--- config.mk ---
export PLATFORM = sky130hd
export DESIGN_NAME = chunked_body_decoder_top
export DESIGN_NICKNAME = d
export VERILOG_FILES = /design/src/rtl/cbd_pkg.sv /design/src/rtl/cbd_in_stage.sv /design/src/rtl/cbd_step.sv /design/src/rtl/cbd_out_reg.sv /design/src/rtl/chunked_body_decoder_top.sv
export SDC_FILE = /design/constraint.sdc
export NUM_CORES = 1
export LEC_CHECK = 0
export BUFFER_PORTS_ARGS = -buffer_cell sky130_fd_sc_hd__buf_4
export CORE_ASPECT_RATIO = 1.5
export CORE_MARGIN = 2
export CORE_UTILIZATION = 35
export CTS_CLUSTER_SIZE = 14
export DETAILED_ROUTE_END_ITERATION = 7
export PLACE_DENSITY_LB_ADDON = 0.2
export SETUP_SLACK_MARGIN = 0.15
export SYNTH_ARGS = -nofsm -noshare
export SYNTH_HDL_FRONTEND = slang
export SYNTH_SLANG_ARGS = --single-unit
export TNS_END_PERCENT = 20
--- constraint.sdc ---
create_clock -name clk -period 4.7 [get_ports clk]
set_clock_uncertainty 0.1 [all_clocks]
set_input_delay 0.47 -clock clk [delete_from_list [all_inputs] [get_ports clk]]
set_output_delay 0.47 -clock clk [all_outputs]
set_load 0.1 [all_outputs]
--- src/rtl/cbd_pkg.sv ---
`timescale 1ns / 1ps
// ----------------------------------------------------------------------------
// cbd_pkg: shared types and constants of the chunked body decoder
// Phase codes, result kinds, the item and result structs and hex decoding.
// ----------------------------------------------------------------------------
package cbd_pkg;

  localparam int SIZE_BITS = 32;

  localparam logic [7:0] CHAR_LF = 8'h0A;
  localparam logic [1:0] SKIP_LEN = 2'd2;

  typedef enum logic [2:0] {
    PH_DIGITS = 3'd0,
    PH_REST   = 3'd1,
    PH_DATA   = 3'd2,
    PH_SKIP   = 3'd3,
    PH_DONE   = 3'd4,
    PH_ERROR  = 3'd5
  } phase_t;

  typedef enum logic [1:0] {
    KIND_DATA  = 2'd0,
    KIND_END   = 2'd1,
    KIND_ERROR = 2'd2
  } kind_t;

  typedef logic [SIZE_BITS-1:0] size_t;

  // one input item
  typedef struct packed {
    logic [7:0] body_byte;
    logic       start_of_message;
  } item_t;

  // one result item
  typedef struct packed {
    kind_t      result_kind;
    logic [7:0] data_byte;
  } result_t;

  // decoder status seen by the top level
  typedef struct packed {
    phase_t phase;
    logic   res_valid;
  } status_t;

  typedef struct packed {
    logic       valid;
    logic [3:0] value;
  } hex_t;

  function automatic hex_t hex_decode(input logic [7:0] b);
    hex_t h;
    h.valid = 1'b1;
    h.value = 4'd0;
    if (b >= 8'h30 && b <= 8'h39) begin
      h.value = 4'(b - 8'h30);
    end else if (b >= 8'h61 && b <= 8'h66) begin
      h.value = 4'(b - 8'h57);
    end else if (b >= 8'h41 && b <= 8'h46) begin
      h.value = 4'(b - 8'h37);
    end else begin
      h.valid = 1'b0;
    end
    return h;
  endfunction

endpackage

--- src/rtl/cbd_in_stage.sv ---
`timescale 1ns / 1ps
// ----------------------------------------------------------------------------
// cbd_in_stage: input register
// Captures one item from the input channel and holds it until it is decoded.
// ----------------------------------------------------------------------------
module cbd_in_stage (
  input  logic           clk,
  input  logic           rst_n,
  input  logic           in_tvalid,
  output logic           in_tready,
  input  cbd_pkg::item_t in_item,
  input  logic           proc,
  output logic           item_valid,
  output cbd_pkg::item_t item
);
  import cbd_pkg::*;

  logic  valid_r, valid_nxt;
  item_t item_r;

  // free slot, or the held item leaves this cycle
  assign in_tready = !valid_r || proc;
  assign valid_nxt = (in_tvalid && in_tready) || (valid_r && !proc);

  always_ff @(posedge clk) begin
    if (!rst_n) begin
      valid_r <= 1'b0;
    end else begin
      valid_r <= valid_nxt;
    end
  end

  always_ff @(posedge clk) begin
    if (in_tvalid && in_tready) begin
      item_r <= in_item;
    end
  end

  assign item_valid = valid_r;
  assign item       = item_r;

endmodule

--- src/rtl/cbd_step.sv ---
`timescale 1ns / 1ps
// ----------------------------------------------------------------------------
// cbd_step: framing state and per-byte decode
// Holds phase, size and byte counters; turns one byte into at most one result.
// ----------------------------------------------------------------------------
module cbd_step (
  input  logic             clk,
  input  logic             rst_n,
  input  logic             proc,
  input  cbd_pkg::item_t   item,
  output cbd_pkg::result_t res,
  output cbd_pkg::status_t status
);
  import cbd_pkg::*;

  phase_t     phase_r, phase_nxt, ph;
  size_t      acc_r, acc_nxt, acc;
  size_t      rem_r, rem_nxt, rem, rem_dec;
  logic [1:0] skip_r, skip_nxt, skip, skip_dec;
  hex_t       hex;
  logic       is_lf, ovf, acc_zero, res_valid;

  // start of message restarts at a size line before the byte is handled
  always_comb begin
    ph   = item.start_of_message ? PH_DIGITS : phase_r;
    acc  = item.start_of_message ? '0 : acc_r;
    rem  = item.start_of_message ? '0 : rem_r;
    skip = item.start_of_message ? 2'd0 : skip_r;
  end

  assign hex      = hex_decode(item.body_byte);
  assign is_lf    = (item.body_byte == CHAR_LF);
  assign ovf      = (acc[SIZE_BITS-1 -: 4] != 4'd0);
  assign acc_zero = (acc == '0);
  assign rem_dec  = rem - size_t'(1);
  assign skip_dec = (skip != 2'd0) ? skip - 2'd1 : skip;

  // next state
  always_comb begin
    phase_nxt = ph;
    acc_nxt   = acc;
    rem_nxt   = rem;
    skip_nxt  = skip;
    case (ph)
      PH_DIGITS, PH_REST: begin
        if (ph == PH_DIGITS && hex.valid) begin
          if (ovf) begin
            phase_nxt = PH_ERROR;
          end else begin
            acc_nxt = {acc[SIZE_BITS-5:0], hex.value};
          end
        end else if (is_lf) begin
          if (acc_zero) begin
            phase_nxt = PH_DONE;
          end else begin
            rem_nxt   = acc;
            phase_nxt = PH_DATA;
          end
        end else begin
          phase_nxt = PH_REST;
        end
      end
      PH_DATA: begin
        rem_nxt = rem_dec;
        if (rem_dec == '0) begin
          phase_nxt = PH_SKIP;
          skip_nxt  = SKIP_LEN;
        end
      end
      PH_SKIP: begin
        skip_nxt = skip_dec;
        if (skip_dec == 2'd0) begin
          phase_nxt = PH_DIGITS;
          acc_nxt   = '0;
        end
      end
      default: begin
      end
    endcase
  end

  // result
  always_comb begin
    res_valid       = 1'b0;
    res.result_kind = KIND_DATA;
    res.data_byte   = 8'd0;
    case (ph)
      PH_DIGITS, PH_REST: begin
        if (ph == PH_DIGITS && hex.valid) begin
          if (ovf) begin
            res_valid       = 1'b1;
            res.result_kind = KIND_ERROR;
          end
        end else if (is_lf && acc_zero) begin
          res_valid       = 1'b1;
          res.result_kind = KIND_END;
        end
      end
      PH_DATA: begin
        res_valid     = 1'b1;
        res.data_byte = item.body_byte;
      end
      default: begin
      end
    endcase
  end

  always_ff @(posedge clk) begin
    if (!rst_n) begin
      phase_r <= PH_DIGITS;
      acc_r   <= '0;
      rem_r   <= '0;
      skip_r  <= 2'd0;
    end else if (proc) begin
      phase_r <= phase_nxt;
      acc_r   <= acc_nxt;
      rem_r   <= rem_nxt;
      skip_r  <= skip_nxt;
    end
  end

  assign status.phase     = phase_r;
  assign status.res_valid = res_valid;

endmodule

--- src/rtl/cbd_out_reg.sv ---
`timescale 1ns / 1ps
// ----------------------------------------------------------------------------
// cbd_out_reg: result register
// Holds one result item until the receiver takes it.
// ----------------------------------------------------------------------------
module cbd_out_reg (
  input  logic             clk,
  input  logic             rst_n,
  input  logic             item_valid,
  output logic             proc,
  input  logic             res_valid,
  input  cbd_pkg::result_t res,
  output logic             out_tvalid,
  input  logic             out_tready,
  output cbd_pkg::result_t out_res
);
  import cbd_pkg::*;

  logic    valid_r, valid_nxt;
  result_t res_r;

  // decode an item only when the slot is free or emptied this cycle
  assign proc      = item_valid && (!valid_r || out_tready);
  assign valid_nxt = proc ? res_valid : (valid_r && !out_tready);

  always_ff @(posedge clk) begin
    if (!rst_n) begin
      valid_r <= 1'b0;
    end else begin
      valid_r <= valid_nxt;
    end
  end

  always_ff @(posedge clk) begin
    if (proc && res_valid) begin
      res_r <= res;
    end
  end

  assign out_tvalid = valid_r;
  assign out_res    = res_r;

endmodule

--- src/rtl/chunked_body_decoder_top.sv ---
`timescale 1ns / 1ps
// ----------------------------------------------------------------------------
// chunked_body_decoder_top: HTTP chunked body decoder
// Strips chunk size lines and the two bytes after each chunk's data from a byte stream.
// ----------------------------------------------------------------------------
// Usage:
//   Input channel in_*: one body byte per item in in_tdata, with in_tuser set
//   on the first byte of a message to restart decoding at a size line.
//   Output channel out_*: one result per data byte, one end-of-message item
//   after a zero size line, or one error item when the size line overflows.
//   Framing bytes produce no result item.
//   Latency: two register stages (input register, then result register); a
//   byte's result is loaded into the result register once the result
//   register is free. Throughput: one byte per cycle while the receiver takes
//   results; the per-byte decode is a single pass between the two registers.
//   Reset (rst_n low, synchronous) empties both registers and leaves the
//   decoder waiting for a size line.
//   When the receiver stalls, the result register holds its item, the input
//   register takes one more byte, and then in_tready drops until the result
//   is taken.
// ----------------------------------------------------------------------------
module chunked_body_decoder_top (
  input  logic       clk,
  input  logic       rst_n,
  input  logic       in_tvalid,
  output logic       in_tready,
  input  logic [7:0] in_tdata,   // [7:0] body_byte
  input  logic       in_tuser,   // [0] start_of_message
  output logic       out_tvalid,
  input  logic       out_tready,
  output logic [7:0] out_tdata,  // [7:0] data_byte
  output logic [1:0] out_tuser   // [1:0] result_kind
);
  import cbd_pkg::*;

  item_t   in_item, item;
  logic    item_valid, proc;
  result_t res, out_res;
  status_t status;

  assign in_item.body_byte        = in_tdata;
  assign in_item.start_of_message = in_tuser;

  cbd_in_stage u_in_stage (
    .clk        (clk),
    .rst_n      (rst_n),
    .in_tvalid  (in_tvalid),
    .in_tready  (in_tready),
    .in_item    (in_item),
    .proc       (proc),
    .item_valid (item_valid),
    .item       (item)
  );

  cbd_step u_step (
    .clk    (clk),
    .rst_n  (rst_n),
    .proc   (proc),
    .item   (item),
    .res    (res),
    .status (status)
  );

  cbd_out_reg u_out_reg (
    .clk        (clk),
    .rst_n      (rst_n),
    .item_valid (item_valid),
    .proc       (proc),
    .res_valid  (status.res_valid),
    .res        (res),
    .out_tvalid (out_tvalid),
    .out_tready (out_tready),
    .out_res    (out_res)
  );

  assign out_tdata = out_res.data_byte;
  assign out_tuser = out_res.result_kind;

`ifndef NO_ASSERTIONS
  // non-data results carry a zero byte
  a_zero_payload: assert property (@(posedge clk) disable iff (!rst_n)
    out_tvalid && out_tuser != KIND_DATA |-> out_tdata == 8'd0)
    else $error("non-data result with nonzero byte");

  // after end of message or error, nothing comes out until restart
  a_quiet_when_stopped: assert property (@(posedge clk) disable iff (!rst_n)
    proc && !item.start_of_message &&
    (status.phase == PH_DONE || status.phase == PH_ERROR) |-> !status.res_valid)
    else $error("result produced while stopped");

  // an empty result register never blocks the input
  a_ready_when_empty: assert property (@(posedge clk) disable iff (!rst_n)
    !out_tvalid |-> in_tready)
    else $error("input stalled with empty output");
`endif

endmodule
==> flow_summary.ini <==
[final_layout]
final_cell_mix = dfxtp_1, nand2_1, nor2_1
fin_cells = 816
final_nets = 634
final_util = 0.400
drive_gt1_frac = 0.113
fill_cells = 1531
final_common_cell = dfxtp_1
area_growth_pct = 11.6
diodes = 0

[sta]
finalMaxSlewViolations = 0
period_needed_ps = 3790
finalHoldViolCount = 0
setup_viol = 0
tns_ps = 0
rsz0062_at_grt = no
worst_pin_slew_ps = 1090
period_share = 0.807
max_freq_ghz = 0.264
postLayoutSetupSlackWorst_ps = 909
slew_headroom = 0.271
whs_ps = 189

[floorplan]
start_util = 0.358
dieArea_sq_um = 15900
io_pins = 25
row_count = 54
die_width_um = 104
die_h_um = 154
core_area_sq_um = 14600

[global_route]
grt_overflow_total = 0
antenna_found_initial = 0
grt_pass1_wl_um = 28700
grt_max_degree = 48
grt_pass1_vias = 4928
track_usage = 0.232

[logic_synthesis]
ys_top_cells_by_area = dfxtp_1, edfxtp_1, a22o_1
synth_area_sq_um = 5230
netlist_instances = 617
synth_fa_ha_area_frac = 0.0144
yosys_warnings = 0
synth_top_family_by_area = simple AND/OR/NAND/NOR gates
synth-xor-area-share = 0.0369
synth-compound-area-share = 0.250
synth_ff_type = dfxtp_1
synth-simple-area-share = 0.260
synth_mux_area_frac = 0.00790
synthesis.nets = 636
synth.avg_cell_area_sq_um = 8.47
synth_area_leader_cell = dfxtp_1
yosysUniqueCellTypes = 70
ys_seq_area_frac = 0.381
async_reset_ff_frac = 0
synth_enable_flop_cells = 19
synth_top_area_share = 0.272
synth_seq_cells = 90

[min_path]
hold_path.startpoint = in_tdata[0]
hold_path_class = input port to register

[clocking]
clk_pin_slew_ps = 70
clk_latency_ps = 350
htree_levels = 3
cts_tree = yes
clkSinkCount = 90
root_buffer = clkbuf_16
cts_resized = 0
cts_hold_buf = 0
clk_path_buf_depth = 2
cts_setup_buffers = 0
cts_buffers = 9

[pwr]
powerDensity_nw_per_um2 = 323
power.leakage_nw = 2.11
peakVddDrop_mv = 0.157

[critical_path]
cp.required_ps = 4850
r2r_start = u_in_stage.item[1]
critical_path.max_fanout = 26
cp-end-kind = register
startpoint_type = register
crit_path_start = u_in_stage.item[1]
crit_arrival_ps = 3940
critPathKind = register to register

[drt]
post_drt_wl_per_cell_um = 22.8
first_iter_violations = 459
ant_nets = 0
drtPass1Iterations = 5
routed_wl_um = 18600
via_per_inst = 6.27
drc = 0
vias = 5115

[run_status]
outcome = finished clean

[placement]
hpwlAfterDp_um = 13300
dpl_worst_slack_ps = 790
port_buffers = 24
gp_congestion = 1.03
post-place-cells = 800

[flow_run]
drv_cap = 0
-- cells in the mapped netlist (all sizes together), types with 15 or more instances --
| cell | number |
|---|---|
| nor2b | 27 |
| nand3 | 16 |
| a21oi | 36 |
| nand2 | 54 |
| xnor2 | 19 |
| clkbuf | 31 |
| a22o | 24 |
| nor3 | 16 |
| and2 | 16 |
| buf | 15 |
| edfxtp | 19 |
| nor2 | 43 |
| o21ai | 45 |
| a22oi | 19 |
| dfxtp | 71 |
| nor4 | 26 |
-- power by group --
part	switching [W]	total (W)	internal [W]	leakage [nW]
Sequential	0.0000239	0.000826	0.000802	0.773
Clock	0.000356	0.000762	0.000406	0.154
Combinational	0.000189	0.000294	0.000105	1.18
Total	0.000569	0.00188	0.00131	2.11
-- path summary, 6_finish.rpt --
path | end | slack, ps | depth (start not counted)
worst max-delay path | u_step.acc_r[6] | 910 | 9
worst min-delay path | u_in_stage.item[1] | 190 | 1
worst max register to register | u_step.acc_r[6] | 910 | 9
worst min register to register | u_step.acc_r[28] | 430 | 2
-- critical path, cell delays in order (launching register included) --
cell and delay (ps):
edfxtp_1 460, inv_1 170, ha_1 180, o21bai_1 110, a2111oi_4 580, o22ai_1 450, nor2_1 560, a21oi_1 140
o21a_1 530, a22o_1 380
-- final cells by class --
cell class | instances | area (sq um) | area share
Multi-Input combinational cell | 467 | 2980 | 0.511
Sequential cell | 90 | 1990 | 0.342
Clock buffer | 10 | 250 | 0.0429
Timing Repair Buffer | 33 | 248 | 0.0425
Tap cell | 196 | 245 | 0.0421
Clock inverter | 6 | 62.6 | 0.0107
Inverter | 14 | 52.6 | 0.00901
-- cell families after synthesis --
kind of cell    after synthesis
simple gates                246
compound gates              189
flops                        90
buf+inv                      60
xor+xnor                     22
fa+ha+maj                     6
mux                           4
-- stage by stage --
step	cell area, sq um	power (W)
after global routing	5830	0.00196
after floorplan	5230	0.00104
after CTS	5830	0.00188
after detailed placement	5520	0.00113
after global placement	5520	0.00113
final	5830	0.00188
-- state kept, by name (all words and copies together) (netlist names) --
register	cells
u_in_stage.item	9
u_in_stage.item_valid	1
u_out_reg.out_res	10
u_out_reg.out_tvalid	1
u_step.acc_r	32
u_step.phase_r	3
u_step.rem_r	32
u_step.skip_r	2
-- routing by layer --
metal / vias up / GRT usage / share of wire
met1: 2491 / 0.277 / 0.38
met5: - / 0 / 0
li1: 2295 / - / -
met2: 255 / 0.405 / 0.51
met3: 74 / 0.0284 / 0.056
met4: 0 / 0.125 / 0.050
No activity file was read; power rests on OpenSTA's default activity.
